### src/tnsc_ram.sv
`timescale 1ns / 1ps
`default_nettype none
// ----------------------------------------------------------------------------
// Generic simple dual-port RAM
// One write port and one read port; the read data is registered.
// ----------------------------------------------------------------------------
module tnsc_ram #(
	parameter int unsigned WIDTH = 8,
	parameter int unsigned DEPTH = 128,
	localparam int unsigned AW = (DEPTH > 1) ? $clog2(DEPTH) : 1
) (
	input  wire logic             clk,
	input  wire logic             wr_en,
	input  wire logic [AW-1:0]    wr_addr,
	input  wire logic [WIDTH-1:0] wr_data,
	input  wire logic             rd_en,
	input  wire logic [AW-1:0]    rd_addr,
	output logic      [WIDTH-1:0] rd_data
);

	logic [WIDTH-1:0] mem [DEPTH];

	// Write port.
	always_ff @(posedge clk) begin
		if (wr_en) begin
			mem[wr_addr] <= wr_data;
		end
	end

	// Registered read port; the data holds while no read is issued.
	always_ff @(posedge clk) begin
		if (rd_en) begin
			rd_data <= mem[rd_addr];
		end
	end

endmodule : tnsc_ram
`default_nettype wire

### config.mk
export PLATFORM = sky130hd
export DESIGN_NAME = tnsc_ram
export DESIGN_NICKNAME = d
export VERILOG_FILES = /design/src/tnsc_ram.sv
export SDC_FILE = /design/constraint.sdc
export NUM_CORES = 1
export LEC_CHECK = 0
export BUFFER_PORTS_ARGS = -buffer_cell sky130_fd_sc_hd__clkbuf_2
export CAP_MARGIN = 25
export CELL_PAD_IN_SITES_DETAIL_PLACEMENT = 0
export CELL_PAD_IN_SITES_GLOBAL_PLACEMENT = 1
export CORE_MARGIN = 3
export CORE_UTILIZATION = 40
export CTS_BUF_LIST = sky130_fd_sc_hd__clkbuf_8
export CTS_CLUSTER_SIZE = 12
export DETAILED_ROUTE_END_ITERATION = 8
export GPL_ROUTABILITY_DRIVEN = 0
export GPL_TIMING_DRIVEN = 0
export PLACE_DENSITY = 0.56
export SLEW_MARGIN = 30
export SYNTH_ARGS = -nofsm -noshare
export SYNTH_HDL_FRONTEND = slang
export SYNTH_SLANG_ARGS = --single-unit
export TNS_END_PERCENT = 20
### constraint.sdc
create_clock -name clk -period 4.9 [get_ports clk]
set_clock_uncertainty 0.1 [all_clocks]
set_input_delay 1.225 -clock clk [delete_from_list [all_inputs] [get_ports clk]]
set_output_delay 1.225 -clock clk [all_outputs]
set_load 0.05 [all_outputs]
Yosys cells after proc, flatten, opt, wreduce, memory -nomap -nowiden
Memory sizes are Yosys's and may differ from the RTL's. A register that Yosys moved wholly into a read port is not among the register bits. Cells that the tools add are included. W data, S select, Z words.

Flip-flop bits (word level): 0. Bits in latches: 0. Bits in writable memories: 1024. ROM bits: 0. Logic and storage cells: 3. Memories kept: 1.

Memory list: mem (depth 128, bits a word 8, rd ports 1, clocked after Yosys merged registers in 1, write ports 1, RTL line 21) `logic [WIDTH-1:0] mem [DEPTH];`.

Add/subtract/negate cells: 0. Multipliers: 0. Div/mod/pow operators: 0. Magnitude comparators: 0. Equality and inequality tests: 0. Shift operators: 0. Muxes and demuxes: 2. Bitwise logic cells: 0. Reductions and logical operators: 0.

Operators with widths (count): $mux W1 (2).

Logic depth before layout (Yosys ltp)
Gate-level depths: netlist (run 1).

Depth after elaboration: 2. Mapped depth: 7. Depth with buffers taken out: 4.

Worst setup path before layout (run 1)
Ideal clock, no wire load.

Path kind: input to register. Start: input port rd_addr[0]. End: register rd_data[0] (read register of mem), data pin. Data arrival time: 3.609 ns. Required time: 4.540 ns. Setup slack: 0.932 ns. Stages on the path: 6. Path buffers: 2. Path through: clkbuf_1 buf_1 mux4_2 mux4_2 mux4_2 mux2_2.

RTL lines: from (decl) (RTL line 17) `input wire logic [AW-1:0] rd_addr,`; to (decl) (RTL line 18) `output logic [WIDTH-1:0] rd_data`.

==> reports/metrics.yaml, run 1 <==
global_route:
  grt_pass1_wl_mm: 144.3
  grt_use_total_pct: 20.31
  overflow: 0
  grt_antenna_before_repair: 15
  grt_max_degree: 91
  grt_pass1_vias: 19010
layout:
  final_cell_area_um2: 45030
  layout.nets: 1871
  num-fill-cells: 8178
  final_layout_size_suffix_gt1_share_pct: 32.15
  area_growth_pct: 13.29
clock_tree:
  cts.sinks: 1032
  postCtsResizedCells: 0
  htree_levels: 4
  cts_buffers: 170
  cts_root_buf: "clkbuf_8"
  clk_latency_ns: 0.82
  postCtsSetupBuffers: 0
  tritoncts: "yes"
  cts.reportedPaths.clkPinSlew_ns: 0.06
  ctsHoldBuffers: 0
  clock_path_buffers: 3
synthesis:
  yosysMostFrequentCell: "edfxtp_1"
  synth_commonest_cells: "edfxtp_1, mux4_2, nor2_1"
  synth_top_family_by_area: "multiplexers"
  synth_compound_area_share_pct: 0
  synth_edf_count: 1032
  muxShareOfSynthArea_pct: 19.27
  synth_cell_type_count: 16
  synthTopCellsByArea: "edfxtp_1, mux4_2, nor2_1, clkbuf_1, mux2_2"
  ys_ff_latch: 1032
  ys.flop_type: "edfxtp_1"
  synthAdderAreaFrac_pct: 0
  async_flop_share_pct: 0
  yosysTopAreaCell: "edfxtp_1"
  syn_inst: 1635
  seq_area_frac_synth_pct: 77.97
  avgSynthCellArea_um2: 24.31
  yosysWarningCount: 0
  synth_nets: 1660
  netlist_area_um2: 39750
  yosys.area_share.simple_pct: 1.753
  synth-xor-area-share_pct: 0
  synth_top_area_share_pct: 77.97
worst_setup_path:
  cp-endpoint: "rd_data[0]"
  r2r-end: "rd_data[0]"
  cp.arrival_ns: 4.69
  reg2reg_slack_ns: 2.15
  critical_path_class: "primary input to register"
  end_kind: "register"
  crit_start: "rd_addr[2]"
  required_ns: 5.34
  worstSetupStartpointType: "primary input"
  cp_max_fo: 10
  rr_worst_depth: 4
  rr_startpoint: "mem[46][0]"
detailed_routing:
  vias: 18250
  drtIter0Drc: 2061
  wl_mm: 103.1
  avgRoutedWirePerCell_um: 31.63
  viasPerCell: 5.600
  ant_nets: 0
  drc: 0
  firstDrtPassIters: 5
sta:
  fin_crit_sh_pct: 86.64
  final_hold_viol_count: 0
  grt_setup_unrepaired: "false"
  hold_slack_ns: 0.6831
  setup_violations: 0
  relSlewSlack_pct: 33.02
  worst_slew_pin_slew_ns: 1.005
  drv_slew: 0
  max_clock_freq_mhz: 235.5
  finalCriticalPeriod_ns: 4.246
outcome:
  outcome: "finished clean"
pwr:
  leakage_nw: 13.88
  ir_drop_mv: 0.2601
  p_total_w: 0.01763
  powerDensity_nw_per_um2: 391.6
die:
  start_util_pct: 40.74
  die_w_um: 321.2
  coreArea_um2: 97560
  placement_rows: 114
  die_y_um: 321.2
  boundaryPins: 33
  dieArea_um2: 103200
place:
  hpwlAfterDp_mm: 67.91
  port_buffers: 21
  place_area_um2: 41970
worst_hold_path:
  hold_path.class: "primary input to register"
job:
  max-cap-violations: 0
-- registers in the layout, summed over array words and instances (netlist names) --
signal / count
rd_data: 8
mem: 1024
-- placed cells by master, fill, tap and decap left out --
cell and count:
buf_1 15, buf_16 13, buf_2 16, buf_4 15, buf_6 2, bufinv_16 4
clkbuf_1 29, clkbuf_2 30, clkbuf_8 182, clkinv_1 49, clkinv_2 11, clkinvlp_4 5
diode_2 7, edfxtp_1 1032, inv_1 55, inv_6 3, mux2_2 8, mux4_2 336
nand2_1 14, nand2b_1 2, nand3_1 12, nand4_1 3, nor2_1 121, nor2_2 1
nor2b_1 7, nor3_2 9, or3_1 1
-- stage by stage --
| step | worst slack, ns | util, % | instances | TNS, ns |
|---|---|---|---|---|
| finish | 0.6545 | 46.15 | 3258 | 0 |
| global route | 0.6879 | 46.14 | 3253 | 0 |
| CTS | 0.6753 | 46.12 | 3250 | 0 |
| detailed placement | -0.2250 | 43.02 | 2949 | -1.126 |
| global placement | -0.3797 | 42.48 | 2932 | -2.825 |
| floorplan | 0.9317 | - | 1635 | 0 |
-- area by class of cell --
| class | count | area (µm²) | area share, % |
|---|---|---|---|
| flip-flops and latches | 1032 | 30990 | 68.82 |
| multi-input cells | 514 | 8402 | 18.66 |
| clock buffers | 174 | 2395 | 5.318 |
| well taps | 1276 | 1597 | 3.546 |
| clock inverters | 127 | 629.4 | 1.398 |
| repair buffers | 39 | 574.3 | 1.275 |
| plain buffers | 89 | 424.2 | 0.9420 |
| diodes | 7 | 17.52 | 0.03890 |
-- how the worst min path moves through the flow --
stage                     cells past startpoint       start  slack [ns]         end
final                                         1       rd_en        0.68  rd_data[6]
after global routing                          1       rd_en        0.66  rd_data[2]
after CTS                                     1       rd_en        0.60  rd_data[6]
after detailed placement                      4  mem[12][3]        1.14  rd_data[3]
after global placement                        4  mem[13][3]        1.17  rd_data[3]
after floorplan                               4  mem[36][0]        1.05  rd_data[0]
-- routing by layer --
metal	wire length [µm]	track usage, %
met4	3369	7.204
met2	49030	31.53
met3	7454	4.902
met5	26	0
met1	43180	28.32
-- worst max-delay path: stages --
cell and delay (ns):
clkbuf_1 0.70, clkbuf_1 0.78, mux4_2 0.44, mux4_2 0.61
mux4_2 0.57, mux2_2 0.34
-- cell families after synthesis --
| group | count (synthesis) |
|---|---|
| flops | 1032 |
| mux | 344 |
| simple gates | 170 |
| buf+inv | 89 |
-- power breakdown --
group / total [W] / switching [W] / internal, W / leakage [nW]
Combinational: 0.00103 / 0.000647 / 0.000384 / 2.86
Clock: 0.00683 / 0.00334 / 0.00349 / 1.73
Sequential: 0.00977 / 0.00000918 / 0.00976 / 9.28
Total: 0.0176 / 0.00400 / 0.0136 / 13.9
(Power assumes the default switching activity.)
==> inputs of run 2 (changes only) <==
--- a/config.mk
+++ b/config.mk
@@ -17,6 +17,7 @@
 export GPL_ROUTABILITY_DRIVEN = 0
 export GPL_TIMING_DRIVEN = 0
 export PLACE_DENSITY = 0.56
+export RECOVER_POWER = 25
 export SLEW_MARGIN = 30
 export SYNTH_ARGS = -nofsm -noshare
 export SYNTH_HDL_FRONTEND = slang
==> reports/metrics.yaml, run 2 (synthesized netlist as in run 1, its figures left out) <==
clock_tree:
  cts.reportedPaths.clkPinSlew_ns: 0.06
  postCtsResizedCells: 0
  clock_path_buffers: 3
  clk_latency_ns: 0.82
  cts.sinks: 1032
  tritoncts: "yes"
  postCtsSetupBuffers: 0
  cts_buffers: 170
  cts_root_buf: "clkbuf_8"
  ctsHoldBuffers: 0
  htree_levels: 4
detailed_routing:
  wl_mm: 103.1
  drtIter0Drc: 1985
  wl_met1_mm: 43.35
  vias: 18310
  wl_met3_mm: 7.421
  wl_met2_mm: 49.20
  avgRoutedWirePerCell_um: 31.66
  ant_nets: 0
  drc: 0
  viasPerCell: 5.620
  firstDrtPassIters: 5
  highest_layer: "met5"
pwr:
  p_sw_share_pct: 22.68
  leakage_nw: 13.82
  pwr-share-clk_pct: 38.7
  powerDensity_nw_per_um2: 392.6
  combPwrFrac_pct: 5.8
  ir_drop_mv: 0.2592
  p_sw_w: 0.003999
  cellInternalPower_w: 0.01364
  p_seq_share_pct: 55.5
global_route:
  overflow: 0
  grt_use_total_pct: 20.31
  grt_max_degree: 91
  grt_pass1_wl_mm: 144.3
  grt_pass1_vias: 19010
  grt_antenna_before_repair: 15
die:
  die_w_um: 321.2
  dieArea_um2: 103200
  placement_rows: 114
  start_util_pct: 40.74
  boundaryPins: 33
  coreArea_um2: 97560
  die_y_um: 321.2
layout:
  final_common_cell: "edfxtp_1"
  area_growth_pct: 13.03
  regMostFlops: "mem"
  fin_cells: 3258
  largestRegisters: "mem (1024), rd_data (8)"
  largest_reg_flops: 1024
  mostFrequentLayoutCells: "edfxtp_1, mux4_2, clkbuf_8"
  layout.nets: 1871
  final_layout_size_suffix_gt1_share_pct: 31.70
worst_setup_path:
  critical_path_class: "primary input to register"
  cp_max_fo: 10
  end_kind: "register"
  required_ns: 5.34
  crit_family: "multiplexers"
  cp_common_cell: "mux4_2"
  worstSetupStartpointType: "primary input"
  cp_slowest_stage_delay_ns: 0.77
  worstPathCellList: "clkbuf_1, clkbuf_1, mux4_2, mux4_2, mux4_2, mux2_2"
  slowest_stage: "clkbuf_1"
  critical_path_buf_inv_count: 2
  cp.arrival_ns: 4.66
sta:
  setup_violations: 0
  final_hold_viol_count: 0
  grt_setup_unrepaired: "false"
  relSlewSlack_pct: -114.0
  max_clock_freq_mhz: 236.7
  fin_crit_sh_pct: 86.20
  hold_slack_ns: 0.7560
  worst_slew_pin_slew_ns: 3.209
  finalCriticalPeriod_ns: 4.224
  drv_slew: 526
place:
  hpwlAfterDp_mm: 67.91
  port_buffers: 21
  dp_cells: 2949
outcome:
  violations: "max-capacitance violations, max-slew violations"
  outcome: "finished, violations left"
worst_hold_path:
  hold_path.class: "primary input to register"
job:
  max-cap-violations: 9
[run 2: changes by cell type in the layout (fill, tap and decap cells not counted)]
cell / before / now
buf_16: 13 / 12
clkbuf_1: 29 / 38
clkbuf_8: 182 / 174
[run 2: final cells by class]
cell class	count	area, µm²
Fill cell	8188	52640
Sequential cell	1032	30990
Multi-Input combinational cell	514	8402
Clock buffer	174	2395
Tap cell	1276	1597
Clock inverter	127	629.4
Timing Repair Buffer	39	470.5
Buffer	89	424.2
Antenna cell	7	17.52
[run 2: path summary, 6_finish.rpt]
check,startpoint,slack (ns),end,cells after the start
max reg2reg,mem[61][0],2.15,rd_data[0],4
min,rd_en,0.76,rd_data[6],1
max,rd_addr[2],0.68,rd_data[0],6
min reg2reg,mem[12][3],1.14,rd_data[3],4
[run 2: routing by layer]
layer  GRT usage [%]  up-vias
met5               0        -
met4           7.204        4
met3           4.902      174
met2           31.53      690
met1           28.32     9937
li1                -     7506
[run 2: per-stage QoR]
stage	TNS (ns)	worst slack, ns	utilization [%]	cell area (µm²)	power, W
final	0	0.6760	46.05	44920	0.01764
after floorplan	0	0.9317	-	39750	0.01047
after global placement	-2.825	-0.3797	42.48	41450	0.01097
after global routing	0	0.4877	46.03	44910	0.01827
after detailed placement	-1.126	-0.2250	43.02	41970	0.01100
after CTS	0	0.6753	46.12	44990	0.01782
[run 2: power groups by stage]
stage                     clock network, W  registers (W)  logic, W
final                              0.00683        0.00978   0.00102
after global routing               0.00742        0.00978   0.00107
after CTS                          0.00700        0.00977   0.00105
after detailed placement                 0        0.00995   0.00105
after global placement                   0        0.00998  0.000995
after floorplan                          0        0.00998  0.000493
