`config.mk`:
```
export PLATFORM = sky130hd
export DESIGN_NAME = tnsc_name_pack
export DESIGN_NICKNAME = d
export VERILOG_FILES = /design/src/tnsc_pkg.sv /design/src/tnsc_name_pack.sv
export SDC_FILE = /design/constraint.sdc
export NUM_CORES = 1
export LEC_CHECK = 0
export BUFFER_PORTS_ARGS = -buffer_cell sky130_fd_sc_hd__buf_2
export CORE_AREA = 2 2 97 99
export DETAILED_ROUTE_END_ITERATION = 8
export DIE_AREA = 0 0 99 101
export GPL_TIMING_DRIVEN = 0
export SLEW_MARGIN = 20
export SYNTH_ARGS = -nofsm -noshare
export SYNTH_HDL_FRONTEND = slang
export SYNTH_SLANG_ARGS = --single-unit
export TNS_END_PERCENT = 5
```
`constraint.sdc`:
```
create_clock -name vclk -period 3.5
set_clock_uncertainty 0.2 [all_clocks]
set_input_delay 0.7 -clock vclk [all_inputs]
set_output_delay 0.7 -clock vclk [all_outputs]
set_load 0.005 [all_outputs]
```
`src/tnsc_pkg.sv`:
```
`timescale 1ns / 1ps
`default_nettype none
// ----------------------------------------------------------------------------
// Thread name slot cache package
// Field widths, result status codes and shared constants of the name cache.
// ----------------------------------------------------------------------------
package tnsc_pkg;

	// Fixed field widths of the transaction payloads.
	localparam int unsigned TID_W       = 32;
	localparam int unsigned NAME_LOW_W  = 64;
	localparam int unsigned NAME_HIGH_W = 56;
	localparam int unsigned SLOT_OUT_W  = 7;

	// The input carries name bytes 0 to 14; byte 15 is padded with zero.
	localparam int unsigned RAW_NAME_BYTES = 16;

	// Result status codes.
	typedef enum logic [0:0] {
		STATUS_OK        = 1'b0,
		STATUS_NOT_READY = 1'b1
	} status_t;

endpackage : tnsc_pkg
`default_nettype wire

```
`src/tnsc_name_pack.sv`:
```
`timescale 1ns / 1ps
`default_nettype none
// ----------------------------------------------------------------------------
// Thread name packer
// Forms the stored name word: bytes after the first zero byte are cleared and
// the last byte of the slot is always zero.
// ----------------------------------------------------------------------------
module tnsc_name_pack
	import tnsc_pkg::*;
#(
	parameter int unsigned NAME_BYTES = 16
) (
	input  wire logic [NAME_LOW_W-1:0]   name_low,
	input  wire logic [NAME_HIGH_W-1:0]  name_high,
	output logic      [NAME_BYTES*8-1:0] name_word
);

	logic [RAW_NAME_BYTES*8-1:0] raw;
	logic [RAW_NAME_BYTES-1:0]   nonzero;

	// Flag every nonzero input byte.
	always_comb begin
		raw = {8'h00, name_high, name_low};
		for (int i = 0; i < RAW_NAME_BYTES; i++) begin
			nonzero[i] = (raw[i*8 +: 8] != 8'h00);
		end
	end

	// A byte is kept only if it and all bytes before it are nonzero.
	always_comb begin
		logic keep;
		keep = 1'b0;
		for (int i = 0; i < NAME_BYTES; i++) begin
			keep = (i < NAME_BYTES - 1);
			for (int j = 0; j < RAW_NAME_BYTES; j++) begin
				if (j <= i) begin
					keep = keep & nonzero[j];
				end
			end
			name_word[i*8 +: 8] = keep ? raw[i*8 +: 8] : 8'h00;
		end
	end

endmodule : tnsc_name_pack
`default_nettype wire

```
## Word level (Yosys, flattened, before mapping)

Index checks and enable logic that the tools add are counted.

- Muxes and demuxes: 15
- Bitwise gates (word level): 14
- Reduce and logical (&&, ||, !) cells: 15

Operators with widths:

| cell | number |
|---|---|
| 8-bit 2-to-1 mux | 15 |
| 8-bit nonzero test | 15 |
| 1-bit bitwise AND | 14 |

- Bits in registers: 0
- Bits of input ports: 120
- Output and inout bits: 128
- Logic and storage cells: 44

## Logic depth before layout (Yosys ltp)

Gate-level depths: netlist (run 1).

- Depth after elaboration: 16
- Gate-level depth with buffers: 6

## Worst setup path before layout (run 1)

Ideal clock, no wire load.

- Kind: input to output
- Start point: input port name_low[9]
- End point: output port name_word[84]
- Arrival time: 2.129 ns
- Required time: 2.600 ns
- Slack: 0.471 ns
- Stages: 6
- Buffers on the path: 1
- Path through: nor4_1 > and2_1 > or4_4 > nor4b_4 > buf_6 > and2_1

- Cells in the longest elaborated chain, start to end: 12

Ends and longest elaborated chain:

| element | line | text |
|---|---|---|
| from (decl) | tnsc_name_pack.sv:13 | `input wire logic [NAME_LOW_W-1:0] name_low,` |
| 8-bit nonzero test | tnsc_name_pack.sv:25 | `nonzero[i] = (raw[i*8 +: 8] != 8'h00);` |
| 1-bit bitwise AND (10 in series) | tnsc_name_pack.sv:37 | `keep = keep & nonzero[j];` |
| 8-bit 2-to-1 mux | tnsc_name_pack.sv:40 | `name_word[i*8 +: 8] = keep ? raw[i*8 +: 8] : 8'h00;` |
| to (decl) | tnsc_name_pack.sv:15 | `output logic [NAME_BYTES*8-1:0] name_word` |

No other way between the ends.

## Final worst setup path (run 1)

- Start point: input port name_low[4]
- End point: output port name_word[90]

- Cells in the longest elaborated chain, start to end: 13

Ends and longest elaborated chain:

| element | line |
|---|---|
| 8-bit nonzero test | tnsc_name_pack.sv:25 |
| 1-bit bitwise AND (11 in series) | tnsc_name_pack.sv:37 |
| 8-bit 2-to-1 mux | tnsc_name_pack.sv:40 |

No other way between the ends.

==> run summary, run 1 <==
Setup violations remaining at the end of the flow were counted as 0. The internal power of the cells is about 160 uW. The slowest cell on the critical path is sky130_fd_sc_hd__or4_4. By count the netlist is led by sky130_fd_sc_hd__and2_1 (90), sky130_fd_sc_hd__and3_1 (25), sky130_fd_sc_hd__nor4_1 (24), sky130_fd_sc_hd__clkbuf_1 (13), sky130_fd_sc_hd__nand2_1 (13). The final hold violation count came out at 0. The non-filler instance count after layout came out at 552.

The type of the most critical hold path is primary input to output port. The clock buffer count is 0. The kind of start point of the critical path is a primary input. The number of buffers inserted by port buffering came out at 240. The synthesized area came out at 1200 um^2. The initial utilization of the core area, before any placement, comes to a little over an eighth. The width of the die is about 99 um. The post-detailed-route via-to-cell ratio is 4.196. The overall routed net length came out at around 6400 um.

The sequential cell area came out at 0 um^2. In the final design database the tool counted roughly 560 nets. The post-route total power is between 200 and 300 uW. The cell taking the most area after synthesis is sky130_fd_sc_hd__and2_1.

The antenna diode count came out at 0. The maximum number of pins on one net before global-route repair is 11. The area after detailed placement came out at about 2600 um^2. The worst-path maximum fanout came out at 10. Setup repair after global routing could not meet its margin everywhere. The net switching power figure came out at between 100 and 150 uW. The number of violations of the max-capacitance limit came out at 0. The cell count after placement came out at 550. The number of DRC violations after detailed routing came out at 0. The net switching share of the total power came out at about two fifths. After legalization and detailed placement, the total HPWL measured 5985 um. The signal arrival time at the worst endpoint came out at 2.47 ns.

The first routing iteration left 26 violations. The number of global-route vias before repair is about 2,100. The worst-case IR drop observed on VDD is between 0.04 and 0.05 mV. The data required time at the worst endpoint came out at approximately 2.6 ns. The run finished with clean final reports.

The post-detailed-route count of antenna-violating nets is 0. Global routing finished with a remaining overflow of 0. The number of hold buffers added after CTS was 0. STA classifies the critical path endpoint as an output port. The share of the cycle needed by the critical path after routing is between 90% and 100%.

For this run, the number of Yosys warnings is 0. The maximum single-stage delay on the critical path is around 0.6 ns. The number of instances in the synthesized netlist is around 190. Walking the worst path, the cells encountered are buf_2 -> nor4_1 -> and2_1 -> or4_4 -> nor4b_4 -> buf_6 -> and2_1 -> buf_2. The design has 0 sequential cells.

The area enclosed by the die boundary is between 9000 and 10,000 um^2. The number of iterations in the first detailed-routing pass is 4. The site row count came out at 35.

Routability-driven placement finished with a final weighted congestion of around 0.8. The first-pass GRT wire length came out at 9287 um. The worst path buffer plus inverter count is 3. The clock power share came out at 0%. Of the cells placed in the final design, the portion with a size suffix greater than 1 is around three fifths. The leakage power of the design is roughly 0.0015 uW. Broken down by cell family, the worst path's largest delay share belongs to simple AND/OR/NAND/NOR gates. The count of different cell masters after synthesis came out at 17. The average footprint of a synthesized cell came out at 6.249 um^2. The average routed wire per standard cell came out at 11.65 um. The layout overhead on the synthesized area is 116.6%. The final total negative setup slack is 0 ns.

The vertical die dimension came out at between 100 and 150 um. Across every metal layer, demand over resource in global routing totals a little over a tenth. The critical setup path kind is primary input to output port. The most common cell in the synthesized netlist is sky130_fd_sc_hd__and2_1. In this run the count of I/O pins placed on the die edge is approximately 250.

The core outline area came out at 8977 um^2. The post-layout minimum cycle time is between 3 and 4 ns. The initial antenna violation count came out at 0. Yosys attributes the largest share of cell area to sky130_fd_sc_hd__and2_1 (47%), sky130_fd_sc_hd__and3_1 (13%), sky130_fd_sc_hd__nor4_1 (13%), sky130_fd_sc_hd__buf_4 (5.0%), sky130_fd_sc_hd__clkbuf_1 (4.1%). The register share of total power came out at 0%. After synthesis, the largest area contributor takes up 46.92% of total cell area. The post-route cell area came out at approximately 2600 um^2.

The total power per unit cell area came out at 102.3 nW/um^2. The register area share after synthesis is 0%. The final hold slack is roughly 1.5 ns. The highest clock rate came out at just under 300 MHz. The number of pins exceeding their max-slew limit in the final report is 0. The combinational fraction of design power is between 90% and 100%.

The routed layout has ~2,300 vias.
==> through the flow <==
stage | utilization (%) | setup slack, ns
floorplan | - | 0.4707
global placement | 28.59 | -0.04073
detailed placement | 28.59 | -0.06226
CTS | 28.64 | 0.0007765
global route | 28.95 | -0.001444
finish | 28.95 | 0.1251
==> power by group through the flow <==
stage	combinational, uW	sequential, uW	clock, uW
3_3_place_gp	262	0	0
3_5_place_dp	266	0	0
2_1_floorplan	98.3	0	0
6_report	266	0	0
4_1_cts	267	0	0
5_1_grt	294	0	0
==> what timing repair did <==
action,CTS,global route
pin swaps,0,4
setup buffers,0,2
resized for setup,1,5
setup endpoints to repair,20,45
==> kinds of logic after synthesis <==
| kind of cell | count (synthesis) | share of synthesized area, % |
|---|---|---|
| simple gates | 167 | 88.32 |
| buf+inv | 24 | 11.37 |
| other cells | 1 | 0.3125 |
==> area by class of cell <==
cell class | count | area [um^2]
multi-input combinational | 175 | 1106
tap | 111 | 138.9
timing repair buffer | 242 | 1216
buffer | 24 | 137.6
fill | 1042 | 6379
==> path summary, 6_finish.rpt <==
check | depth (start not counted) | endpoint | slack, ns | startpoint
worst min-delay path | 3 | name_word[0] | 1.46 | name_low[0]
worst max-delay path | 8 | name_word[90] | 0.13 | name_low[4]
==> routing by layer <==
| metal | global-route usage, % | up-vias | share of wire [%] |
|---|---|---|---|
| li1 | - | 1145 | - |
| met1 | 12.08 | 1023 | 34 |
| met2 | 22.77 | 146 | 55 |
| met3 | 1.387 | 2 | 11 |
| met4 | 0.4215 | 0 | 0.22 |
| met5 | 0 | - | 0 |
==> cells in the final DEF (no fill, tap or decap), types with 4 or more instances in the layout <==
cell type                  count
sky130_fd_sc_hd__or4_1         4
sky130_fd_sc_hd__buf_4        10
sky130_fd_sc_hd__and3_1       25
sky130_fd_sc_hd__nand2_1      13
sky130_fd_sc_hd__buf_2       240
sky130_fd_sc_hd__conb_1        8
sky130_fd_sc_hd__clkbuf_1     12
sky130_fd_sc_hd__nor4_1       23
sky130_fd_sc_hd__and2_1       89
==> worst min-delay path, cell delays in order <==
cell                       delay [ns]
sky130_fd_sc_hd__buf_2           0.09
sky130_fd_sc_hd__clkbuf_1        0.07
sky130_fd_sc_hd__buf_2           0.10
(Power assumes the default switching activity.)
==> run 2, diff against run 1 <==
Clock period 3.5 ns to 3.42 ns, I/O delays scaled along.
==> run summary, run 2 (synthesis gave the netlist of run 1 again) <==
between 200 and 250 I/O pins were placed. The average routed wire per standard cell is 11.63 um. The pre-CTS setup slack came out at -0.1103 ns. The number of vias after detailed routing came out at 2,309. The run finished with clean final reports. The die is 99 um wide. The number of global-route vias before repair came to ~2,100. The initial antenna violation count is 0. The total power per unit cell area is between 100 and 150 nW/um^2. The number of buffers inserted by port buffering came out at between 200 and 250. The internal power of the cells came out at ~160 uW. In the routed design, unresolved DRC markers number 0. After detailed placement, the total cell area comes to 2566 um^2. In this run, the number of DRC markers left after iteration 0 of detailed routing was 30. The layout overhead on the synthesized area is 117.2%. Setup violations remaining at the end of the flow were counted as 0. Per report_power, the clock group accounts for 0% of the total. In this run the worst path has a maximum fanout of 10.

Data arrives at the worst endpoint at around 2.5 ns. The worst-case vdd ir drop came out at ~0.044 mV. The overall routed net length is 6419 um. The number of pins exceeding their max-slew limit in the final report was 0. The total half-perimeter wirelength after legalization and detailed placement came out at around 6000 um. Hold timing on the final database bottoms out at a slack of between 1 and 1.5 ns. The final layout contains approximately 560 nets. Of the available clock period, the critical path in the final layout requires between 90% and 100%. The number of iterations in the first detailed-routing pass is 4. The combinational fraction of design power is 100.0%. Entering global routing, the biggest net connects 11 pins. The area enclosed by the die boundary is 9999 um^2.

The leakage power of the design is roughly 0.0015 uW. The count of filler cells inserted in the layout came out at 1,040. The kind of start point of the critical path is a primary input. Data on the critical path is required at its endpoint by 2.54 ns. The hold-fix buffer count after cts is 0. In the layout the commonest cells are sky130_fd_sc_hd__buf_2 (240), sky130_fd_sc_hd__and2_1 (89), sky130_fd_sc_hd__and3_1 (25), sky130_fd_sc_hd__nor4_1 (22). The clock period could shrink to 3.337 ns.

The repair_antennas step left the layout with diodes totalling 0. In this run the standard cell core region covers 8977 um^2. The final layout contains a sequential cell count of 0. The kind of end point of the critical path is an output port. The floorplan has 35 rows.

Derived from the worst setup path, the maximum achievable clock frequency is 299.7 MHz. The final total negative setup slack came out at 0 ns. The vertical die dimension is just over 100 um.

The total congestion overflow after global routing came out at 0. The library cell used most frequently in the layout, excluding fill and tap cells, is sky130_fd_sc_hd__buf_2. The type of the most critical hold path is primary input to output port. The net switching share of the total power came out at 41.29%.

The critical setup path kind is primary input to output port. Across all setup checks in the final design, the least slack found is between 0.08 and 0.09 ns. The first global-routing pass estimated 9280 um of wire. For this design the total switching power over the nets is between 100 and 150 uW. The post-detailed-route count of antenna-violating nets is 0. The post-route cell area is roughly 2600 um^2. The post-route total power came out at approximately 270 uW. Once the floorplan was initialized, standard cells occupied roughly an eighth of the core. Global routing used ~11% of the available tracks.

The post-detailed-route via-to-cell ratio came out at between 4 and 5. The sequential cell area is 0 um^2. The final hold violation count came out at 0. Setup repair after global routing could not meet its margin everywhere. The number of violations of the max-capacitance limit came out at 0. The clock buffer count is 0. Of the cells placed in the final design, the portion with a size suffix greater than 1 is between 50% and 60%. The weighted congestion reported at the end of routability-driven placement is about 0.8. The multi-input gate area in the final layout is ~1100 um^2. Of the total power, registers draw 0%.
## run 2: changes by cell type in the layout (fill, tap and decap cells not counted)
| cell | change |
|---|---|
| sky130_fd_sc_hd__clkbuf_1 | +1 |
| sky130_fd_sc_hd__clkbuf_2 | -1 |
| sky130_fd_sc_hd__nor2_1 | -1 |
| sky130_fd_sc_hd__nor2_2 | +1 |
| sky130_fd_sc_hd__nor4_1 | -1 |
| sky130_fd_sc_hd__nor4_2 | +1 |
## run 2: worst paths after layout
kind | startpoint | endpoint | slack (ns) | depth (start not counted)
worst max-delay path | name_low[4] | name_word[90] | 0.08 | 8
worst min-delay path | name_low[2] | name_word[2] | 1.43 | 3
## run 2: critical path, stage by stage
cell                      delay (ns)
sky130_fd_sc_hd__buf_2          0.12
sky130_fd_sc_hd__nor4_2         0.06
sky130_fd_sc_hd__and2_1         0.16
sky130_fd_sc_hd__or4_4          0.60
sky130_fd_sc_hd__nor4b_4        0.41
sky130_fd_sc_hd__buf_6          0.18
sky130_fd_sc_hd__and2_1         0.12
sky130_fd_sc_hd__buf_2          0.10
## run 2: repair_timing
item                       CTS  global route
gates resized for setup      2             4
setup buffers                0             2
setup endpoints to repair   38            54
pin swaps                    1             3
cloned                       0             0
## run 2: stage by stage
stage	instances	utilization, %
2_1_floorplan	199	-
4_1_cts	550	28.67
3_3_place_gp	550	28.59
6_report	552	29.03
5_1_grt	552	29.03
3_5_place_dp	550	28.59
## run 2: power groups by stage
| stage | combinational (uW) | sequential [uW] | clock (uW) |
|---|---|---|---|
| 2_1_floorplan | 101 | 0 | 0 |
| 3_3_place_gp | 268 | 0 | 0 |
| 3_5_place_dp | 272 | 0 | 0 |
| 4_1_cts | 273 | 0 | 0 |
| 5_1_grt | 301 | 0 | 0 |
| 6_report | 272 | 0 | 0 |
## run 2: layout make-up
| cell class | instances | area share [%] |
|---|---|---|
| timing repair buffer | 242 | 46.66 |
| buffer | 24 | 5.233 |
| tap | 111 | 5.329 |
| multi-input combinational | 175 | 42.77 |
## run 2: layer usage
metal  track usage (%)  part of all wire, %
met1             12.08                   34
met2             22.77                   55
met5                 0                    0
met3             1.387                   11
met4            0.4215                 0.55
